<file path="src/rtl/core/wdar_pkg.sv">
`timescale 1ns / 1ps
// Shared types and constants of the weekday alarm ring controller.
// No dependencies; every other file of the block uses it by scoped names.
package wdar_pkg;

    localparam int COUNT_W     = 11;
    localparam int PHASE_W     = 4;
    localparam int VOL_W       = 6;
    localparam int MAX_AMPS    = 8;
    localparam int BUZZ_TICKS  = 10 * 60 * 2;
    localparam int BEEP_PERIOD = 12;
    localparam int RAMP_TOP    = 32;
    localparam int RAMP_END    = 49;
    localparam int RAMP_BASE   = 9;
    localparam int MINUTE_SECS = 60;
    localparam int AMP_OFF     = 63;
    localparam int LAST_SECOND = 59;

    // Beep phase right after the ramp base has been loaded and stepped.
    localparam logic [PHASE_W-1:0] RAMP_PHASE = PHASE_W'((RAMP_BASE + 1) % BEEP_PERIOD);

    typedef enum logic [2:0] {
        ACT_ARM    = 3'd0,
        ACT_DISARM = 3'd1,
        ACT_CHECK  = 3'd2,
        ACT_TICK   = 3'd3,
        ACT_STOP   = 3'd4
    } action_t;

    typedef enum logic [2:0] {
        REG_HOUR    = 3'd0,
        REG_MINUTE  = 3'd1,
        REG_MASK    = 3'd2,
        REG_MODE    = 3'd3,
        REG_VOLUMES = 3'd4
    } reg_index_t;

    // Event payload, weekday in the lowest bits.
    typedef struct packed {
        logic [5:0] now_second;
        logic [5:0] now_minute;
        logic [4:0] now_hour;
        logic [2:0] weekday;
    } evt_t;

    // Result payload, armed in the lowest bit.
    typedef struct packed {
        logic [5:0] next_check_secs;
        logic       finished;
        logic       sound_stop;
        logic [4:0] amp_level;
        logic [7:0] amp_set_mask;
        logic       sound_start;
        logic       bright_now;
        logic       beep_now;
        logic       ringing;
        logic       armed;
    } result_t;

    typedef struct packed {
        logic               armed;
        logic               ringing;
        logic [COUNT_W-1:0] count;
        logic [PHASE_W-1:0] phase;   // count mod 12, kept alongside the count
    } state_t;

    typedef struct packed {
        logic [4:0]              hour;
        logic [5:0]              minute;
        logic [6:0]              day_mask;
        logic                    ring_mode;
        logic [MAX_AMPS*VOL_W-1:0] volumes;
    } cfg_t;

endpackage

</file>
<file path="src/rtl/core/wdar_ring.sv">
`timescale 1ns / 1ps
// Ring tick pattern: buzzer beeps/brightness or amplifier volume ramp.
// Depends on wdar_pkg.
module wdar_ring #(
    parameter int AMPLIFIERS = 8
) (
    input  wdar_pkg::cfg_t    cfg,
    input  wdar_pkg::state_t  state,
    output wdar_pkg::state_t  state_next,
    output wdar_pkg::result_t res
);

    logic                        start;
    logic [wdar_pkg::COUNT_W-1:0] base;
    logic [wdar_pkg::COUNT_W-1:0] cnt;
    logic [wdar_pkg::PHASE_W-1:0] phase_inc;
    logic [wdar_pkg::VOL_W-1:0]   vol;

    always_comb
    begin
        res        = '0;
        state_next = state;
        phase_inc  = (state.phase == wdar_pkg::PHASE_W'(wdar_pkg::BEEP_PERIOD - 1))
                     ? '0 : state.phase + 1'b1;
        start      = 1'b0;
        base       = state.count;
        cnt        = '0;
        vol        = '0;
        if (!cfg.ring_mode)
        begin
            // buzzer
            res.beep_now   = (state.phase == 4'd2) || (state.phase == 4'd4) ||
                             (state.phase == 4'd6) || (state.phase == 4'd8);
            res.bright_now = (state.count[2:0] == 3'd0);
            cnt            = state.count + 1'b1;
            state_next.count = cnt;
            state_next.phase = phase_inc;
            if (cnt >= wdar_pkg::COUNT_W'(wdar_pkg::BUZZ_TICKS))
            begin
                res.finished       = 1'b1;
                state_next.ringing = 1'b0;
                state_next.count   = '0;
                state_next.phase   = '0;
            end
        end
        else
        begin
            // volume ramp
            start = (state.count == '0);
            if (start)
            begin
                base = wdar_pkg::COUNT_W'(wdar_pkg::RAMP_BASE);
            end
            res.sound_start  = start;
            cnt              = base + 1'b1;
            state_next.count = cnt;
            state_next.phase = start ? wdar_pkg::RAMP_PHASE : phase_inc;
            if (cnt < wdar_pkg::COUNT_W'(wdar_pkg::RAMP_TOP))
            begin
                for (int i = 0; i < wdar_pkg::MAX_AMPS; i++)
                begin
                    vol = cfg.volumes[i*wdar_pkg::VOL_W +: wdar_pkg::VOL_W];
                    res.amp_set_mask[i] = (i < AMPLIFIERS) &&
                        (vol != wdar_pkg::VOL_W'(wdar_pkg::AMP_OFF)) &&
                        ({{(wdar_pkg::COUNT_W-wdar_pkg::VOL_W){1'b0}}, vol} >= cnt);
                end
                res.amp_level = cnt[4:0];
            end
            else if (cnt > wdar_pkg::COUNT_W'(wdar_pkg::RAMP_END))
            begin
                res.sound_stop     = 1'b1;
                res.finished       = 1'b1;
                state_next.ringing = 1'b0;
                state_next.count   = '0;
                state_next.phase   = '0;
            end
        end
        res.armed   = state_next.armed;
        res.ringing = state_next.ringing;
    end

endmodule

</file>
<file path="src/rtl/core/wdar_step.sv">
`timescale 1ns / 1ps
// Event decode: arm, disarm, time check, ring tick, user stop.
// Depends on wdar_pkg and wdar_ring.
module wdar_step #(
    parameter int AMPLIFIERS = 8
) (
    input  logic [2:0]        action,
    input  wdar_pkg::evt_t    evt,
    input  wdar_pkg::cfg_t    cfg,
    input  wdar_pkg::state_t  state,
    output wdar_pkg::state_t  state_next,
    output wdar_pkg::result_t res
);

    wdar_pkg::state_t  ring_state;
    wdar_pkg::result_t ring_res;

    logic [7:0] mask_ext;
    logic [2:0] day_idx;
    logic       day_hit;
    logic       once;
    logic [5:0] sec_clip;

    wdar_ring #(
        .AMPLIFIERS (AMPLIFIERS)
    ) u_ring (
        .cfg        (cfg),
        .state      (state),
        .state_next (ring_state),
        .res        (ring_res)
    );

    always_comb
    begin
        state_next = state;
        res        = '0;
        mask_ext   = {1'b0, cfg.day_mask};
        day_idx    = 3'd7 - evt.weekday;
        day_hit    = (evt.weekday != 3'd0) && mask_ext[day_idx];
        once       = !day_hit && (cfg.day_mask == '0);
        sec_clip   = (evt.now_second > 6'(wdar_pkg::LAST_SECOND))
                     ? 6'(wdar_pkg::LAST_SECOND) : evt.now_second;
        case (action)
            wdar_pkg::ACT_ARM:
            begin
                state_next.armed = 1'b1;
            end
            wdar_pkg::ACT_DISARM:
            begin
                state_next.armed = 1'b0;
            end
            wdar_pkg::ACT_CHECK:
            begin
                if (state.armed)
                begin
                    if ((day_hit || once) && (evt.now_hour == cfg.hour) &&
                        (evt.now_minute == cfg.minute))
                    begin
                        state_next.ringing = 1'b1;
                        state_next.count   = '0;
                        state_next.phase   = '0;
                        if (once)
                        begin
                            state_next.armed = 1'b0;
                        end
                    end
                    if (state_next.armed)
                    begin
                        res.next_check_secs = 6'(wdar_pkg::MINUTE_SECS) - sec_clip;
                    end
                end
            end
            wdar_pkg::ACT_TICK:
            begin
                if (state.ringing)
                begin
                    state_next = ring_state;
                    res        = ring_res;
                end
            end
            wdar_pkg::ACT_STOP:
            begin
                if (state.ringing)
                begin
                    state_next.ringing = 1'b0;
                    state_next.count   = '0;
                    state_next.phase   = '0;
                    res.finished       = 1'b1;
                end
            end
            default:
            begin
                state_next = state;
            end
        endcase
        res.armed   = state_next.armed;
        res.ringing = state_next.ringing;
    end

endmodule

</file>
<file path="src/rtl/core/weekday_alarm_ring_controller_unit.sv">
`timescale 1ns / 1ps
// Weekday alarm ring controller: every request on the slave stream gives exactly one
// result on the master stream, one request per clock sustained while the master side
// takes results. A request is held in the input register, then a single pass of
// compare/counter logic updates the alarm state and loads the result register, so the
// rate is set only by the master side taking results. The input register refills in
// the cycle its request moves on. Configuration writes go straight to the setting
// registers and must only be made while no request is in flight.
// Depends on wdar_pkg, wdar_step and wdar_ring.
module weekday_alarm_ring_controller_unit #(
    parameter int AMPLIFIERS = 8
) (
    input  logic        clk,
    input  logic        rst_n,
    // configuration write port
    input  logic        cfg_we,
    input  logic [2:0]  cfg_index,
    input  logic [47:0] cfg_data,
    // request stream
    input  logic        s_tvalid,
    output logic        s_tready,
    input  logic [23:0] s_tdata,   // weekday[2:0], now_hour[7:3], now_minute[13:8],
                                   // now_second[19:14], zero fill
    input  logic [2:0]  s_tuser,   // action[2:0]
    // result stream
    output logic        m_tvalid,
    input  logic        m_tready,
    output logic [31:0] m_tdata    // armed[0], ringing[1], beep_now[2], bright_now[3],
                                   // sound_start[4], amp_set_mask[12:5],
                                   // amp_level[17:13], sound_stop[18], finished[19],
                                   // next_check_secs[25:20], zero fill
);

    wdar_pkg::cfg_t    cfg_reg,   cfg_next;
    wdar_pkg::state_t  state_reg, state_next;
    wdar_pkg::evt_t    evt_reg;
    logic [2:0]        action_reg;
    logic              in_valid_reg;
    wdar_pkg::result_t res;
    wdar_pkg::result_t res_reg;
    logic              out_valid_reg;
    logic              advance;

    // The stored request moves on whenever the result register is free or emptying.
    assign advance  = in_valid_reg && (!out_valid_reg || m_tready);
    assign s_tready = !in_valid_reg || advance;
    assign m_tvalid = out_valid_reg;
    assign m_tdata  = {6'd0, res_reg};

    wdar_step #(
        .AMPLIFIERS (AMPLIFIERS)
    ) u_step (
        .action     (action_reg),
        .evt        (evt_reg),
        .cfg        (cfg_reg),
        .state      (state_reg),
        .state_next (state_next),
        .res        (res)
    );

    always_comb
    begin
        cfg_next = cfg_reg;
        if (cfg_we)
        begin
            case (cfg_index)
                wdar_pkg::REG_HOUR:    cfg_next.hour      = cfg_data[4:0];
                wdar_pkg::REG_MINUTE:  cfg_next.minute    = cfg_data[5:0];
                wdar_pkg::REG_MASK:    cfg_next.day_mask  = cfg_data[6:0];
                wdar_pkg::REG_MODE:    cfg_next.ring_mode = cfg_data[0];
                wdar_pkg::REG_VOLUMES: cfg_next.volumes   = cfg_data;
                default:               cfg_next = cfg_reg;
            endcase
        end
    end

    always_ff @(posedge clk or negedge rst_n)
    begin
        if (!rst_n)
        begin
            cfg_reg       <= '{hour: '0, minute: '0, day_mask: '0, ring_mode: 1'b0,
                               volumes: '1};
            state_reg     <= '0;
            in_valid_reg  <= 1'b0;
            out_valid_reg <= 1'b0;
        end
        else
        begin
            cfg_reg <= cfg_next;
            if (s_tready)
            begin
                in_valid_reg <= s_tvalid;
            end
            if (advance)
            begin
                state_reg     <= state_next;
                out_valid_reg <= 1'b1;
            end
            else if (m_tready)
            begin
                out_valid_reg <= 1'b0;
            end
        end
    end

    // payload registers
    always_ff @(posedge clk)
    begin
        if (s_tready && s_tvalid)
        begin
            evt_reg    <= s_tdata[19:0];
            action_reg <= s_tuser;
        end
        if (advance)
        begin
            res_reg <= res;
        end
    end

endmodule

</file>
<file path="config.mk">
export PLATFORM = sky130hd
export DESIGN_NAME = weekday_alarm_ring_controller_unit
export DESIGN_NICKNAME = d
export VERILOG_FILES = /design/src/rtl/core/wdar_pkg.sv /design/src/rtl/core/wdar_ring.sv /design/src/rtl/core/wdar_step.sv /design/src/rtl/core/weekday_alarm_ring_controller_unit.sv
export SDC_FILE = /design/constraint.sdc
export NUM_CORES = 1
export LEC_CHECK = 0
export ABC_AREA = 0
export BUFFER_PORTS_ARGS = -buffer_cell sky130_fd_sc_hd__buf_2
export CAP_MARGIN = 0
export CORE_MARGIN = 2
export CORE_UTILIZATION = 57
export CTS_CLUSTER_SIZE = 12
export DETAILED_ROUTE_END_ITERATION = 10
export MAX_ROUTING_LAYER = met4
export PLACE_DENSITY = 0.9
export SLEW_MARGIN = 20
export SYNTH_ARGS = -nofsm -noshare
export SYNTH_HDL_FRONTEND = slang
export SYNTH_SLANG_ARGS = --single-unit
</file>
<file path="constraint.sdc">
create_clock -name clk -period 5 [get_ports clk]
set_clock_uncertainty 0.15 [all_clocks]
set_input_delay 0.5 -clock clk [delete_from_list [all_inputs] [get_ports clk]]
set_output_delay 0.5 -clock clk [all_outputs]
set_load 0.02 [all_outputs]
</file>
==> qor.yml <==
clock_tree:
  clk_pin_slew_ns: 0.06
  clkLatencyLatePin_ns: 0.43
  cts_made_buffers: 17
  cts_root_buf: "clkbuf_16"
  cts_htree_levels: 4
  cts_setup_buffers: 0
  clock_path_buffers: 2
  ctsResizeCount: 0
  tritoncts: "done"
  clock_sinks: 135
drt:
  routed_wirelength_mm: 16.09
  drt_first_pass_iters: 5
  vias_per_cell: 5.855
  wl_per_cell_um: 17.85
  antenna_left: 0
  vias: 5275
  drc_errors: 0
  initialDrtViolationCount: 387
layout:
  final_area_mm2: 0.008496
  syn_to_final_growth_pct: 17.64
  antenna_cells: 0
  drive_above_1_share_pct: 37.17
  largest_reg_flops: 67
  finalNetCount: 855
  multiInputGateArea_mm2: 0.003314
  fillers: 889
  seq_area_mm2: 0.003684
setup_path:
  startpoint_type: "flop"
  cp_max_fo: 13
  cp.arrival_ns: 4.08
  critPathKind: "flop to flop"
  end_kind: "flop"
  cp.required_ns: 5.08
global_routing:
  grt_overflow: 0
  grt_start_max_net_pins: 64
  grt_pass1_wl_mm: 25.62
  track_usage_pct: 25.83
  antenna_found_initial: 0
  grt_pass1_vias: 5293
synthesis:
  ys_ff_latch: 135
  ys_warn_count: 0
  synth_top_area_cell: "edfxtp_1"
  ys_seq_area_share_pct: 51.00
  avgSynthCellArea_um2: 11.98
  synth_top_family_by_area: "simple AND/OR/NAND/NOR gates"
  synthAdderAreaFrac_pct: 9.702
  ys.flop_type: "edfxtp_1"
  synthMuxAreaShare_pct: 9.962
  synth_cell_types: 70
  synth_common_cells: "mux2_2 (61), ha_1 (56), edfxtp_1 (49)"
  synth_area_leaders: "edfxtp_1 (20%), dfstp_2 (17%), dfrtp_1 (13%), ha_1 (9.7%), mux2_2 (9.5%)"
  syn_inst: 603
  synth_compound_area_share_pct: 10.43
  async_flop_share_pct: 63.70
  synthSimpleGateAreaFrac_pct: 12.94
  synth-edff-count: 49
  synth_most_common_cell: "mux2_2"
  synth_area_mm2: 0.007222
  synth-xor-area-share_pct: 2.304
  yosysTopAreaCellShare_pct: 20.37
floorplanning:
  dieHeight_um: 116.6
  std_cell_rows: 41
  dieWidth_um: 116.6
  ios: 117
  start_util_pct: 57.70
  die-area_mm2: 0.01359
  core-area_mm2: 0.01252
power:
  worst_ir_drop_vdd_v: 0.0003606
  leakagePower_uw: 0.003563
  internal_power_uw: 2760
  powerDensity_mw_per_mm2: 477.4
  pwr-share-clk_pct: 31.1
  seqPwrFrac_pct: 38.8
  switching_share_pct: 31.95
  power_frac_comb_pct: 30.1
  netSwitchingPower_uw: 1296
placed_design:
  dp_hpwl_mm: 11.05
  dpl-instance-area_mm2: 0.007886
  gp_congestion: 0.9462
  port_buffers: 106
sta:
  hold_viol_final: 0
  tightest_slew_ns: 1.037
  fmax_mhz: 250.4
  finalSetupTns_ns: 0
  finalSetupViolCount: 0
  fin_crit_sh_pct: 79.86
  slew-limit-headroom_pct: 30.87
  period_needed_ns: 3.993
  maxSlewViolCount: 0
  rsz0062_at_grt: "no"
run_status:
  status: "finished, final reports clean"
min_path:
  hp-class: "input pin to flop"
flow_run:
  max_cap_violations: 0
==> repair_timing <==
action,4_1_cts,5_1_grt
hold buffers,1,0
setup endpoints to repair,0,0
endpoints found under the hold margin,5,0
==> cell usage in the layout (no fill, tap or decap), types with 3 or more instances in the layout <==
cell type    n
a31oi_1      5
nor4_1       4
xnor2_1     16
o21ai_0     26
a221oi_1     4
o22ai_1      4
inv_4        3
nand2b_1    22
buf_2      105
dfstp_2     48
a41oi_1      3
mux2_2      61
ha_1        56
xor2_1       3
nor2b_1      9
and3_1       4
edfxtp_1    49
nor2_1      35
clkbuf_16   17
nand3_1     13
dfrtp_1     38
a21oi_1     38
bufinv_16    3
and4_1       9
clkinv_2     5
inv_1       23
conb_1       6
buf_4        9
and2_1       3
a21o_1       9
nand4_1      4
nand2_1     31
a311oi_1     8
nor3_1       6
==> path summary, 6_finish.rpt <==
kind	startpoint	end	slack [ns]	depth (start not counted)
max reg2reg	state_reg[4]$_DFFE_PN0P_	m_tdata[11]$_SDFFCE_PN0P_	1.01	14
min	s_tdata[8]	evt_reg[8]$_DFFE_PP_	0.09	1
min in group asynchronous	rst_n	state_reg[9]$_DFFE_PN0P_	0.39	2
max in group asynchronous	rst_n	state_reg[15]$_DFFE_PN0P_	3.23	3
min reg2reg	in_valid_reg$_DFFE_PN0N_	m_tvalid$_DFFE_PN0P_	0.35	1
max	state_reg[4]$_DFFE_PN0P_	m_tdata[11]$_SDFFCE_PN0P_	1.01	14
==> power groups by stage <==
stage	Sequential, uW	Combinational, uW	Clock, uW
after global routing	1600	1370	1330
after CTS	1570	1210	1280
after global placement	1570	1080	0
final	1570	1220	1260
after floorplan	1540	850	0
after detailed placement	1590	1160	0
==> kinds of logic after synthesis <==
family	after synthesis
xor+xnor	19
buf+inv	49
simple gates	164
mux	63
other cells	1
flops	135
compound gates	116
fa+ha+maj	56
==> metrics by stage <==
stage	utilization (%)	std cells	hold WS, ns	power [uW]	setup slack (ns)
after detailed placement	63.00	868	0.2814	2749	1.075
after CTS	67.82	901	0.07804	4058	0.9979
after floorplan	-	608	0.05441	2387	1.309
final	67.87	901	0.09156	4056	1.007
after global placement	62.95	868	0.2715	2642	1.150
after global routing	67.87	901	0.07779	4293	0.6932
==> layer usage <==
metal | wire (um) | GRT usage, % | up-vias
met3 | 813 | 4.878 | 47
met4 | 520 | 14.04 | 0
met5 | 0 | - | -
met1 | 6462 | 30.40 | 2595
met2 | 8290 | 42.13 | 178
li1 | - | - | 2455
==> cell type report <==
type                    instances  area share, %
flip-flops and latches        135          43.36
multi-input cells             424          39.01
clock buffers                  19          5.214
well taps                     172          2.533
inverters                      23          1.016
repair buffers                115          7.099
clock inverters                13          1.767
==> critical path: stages, from the launching register on <==
cell and delay [ns]:
dfrtp_1 0.50, inv_1 0.10, ha_1 0.14, nor2b_1 0.20, and4b_1 0.32, nor2_1 0.06
buf_4 0.20, inv_1 0.10, ha_1 0.26, nand3_1 0.23, nor2_1 0.22, mux2i_1 0.20
o22ai_1 0.18, or4_4 0.65, a311oi_1 0.28
(Power assumes the default switching activity.)
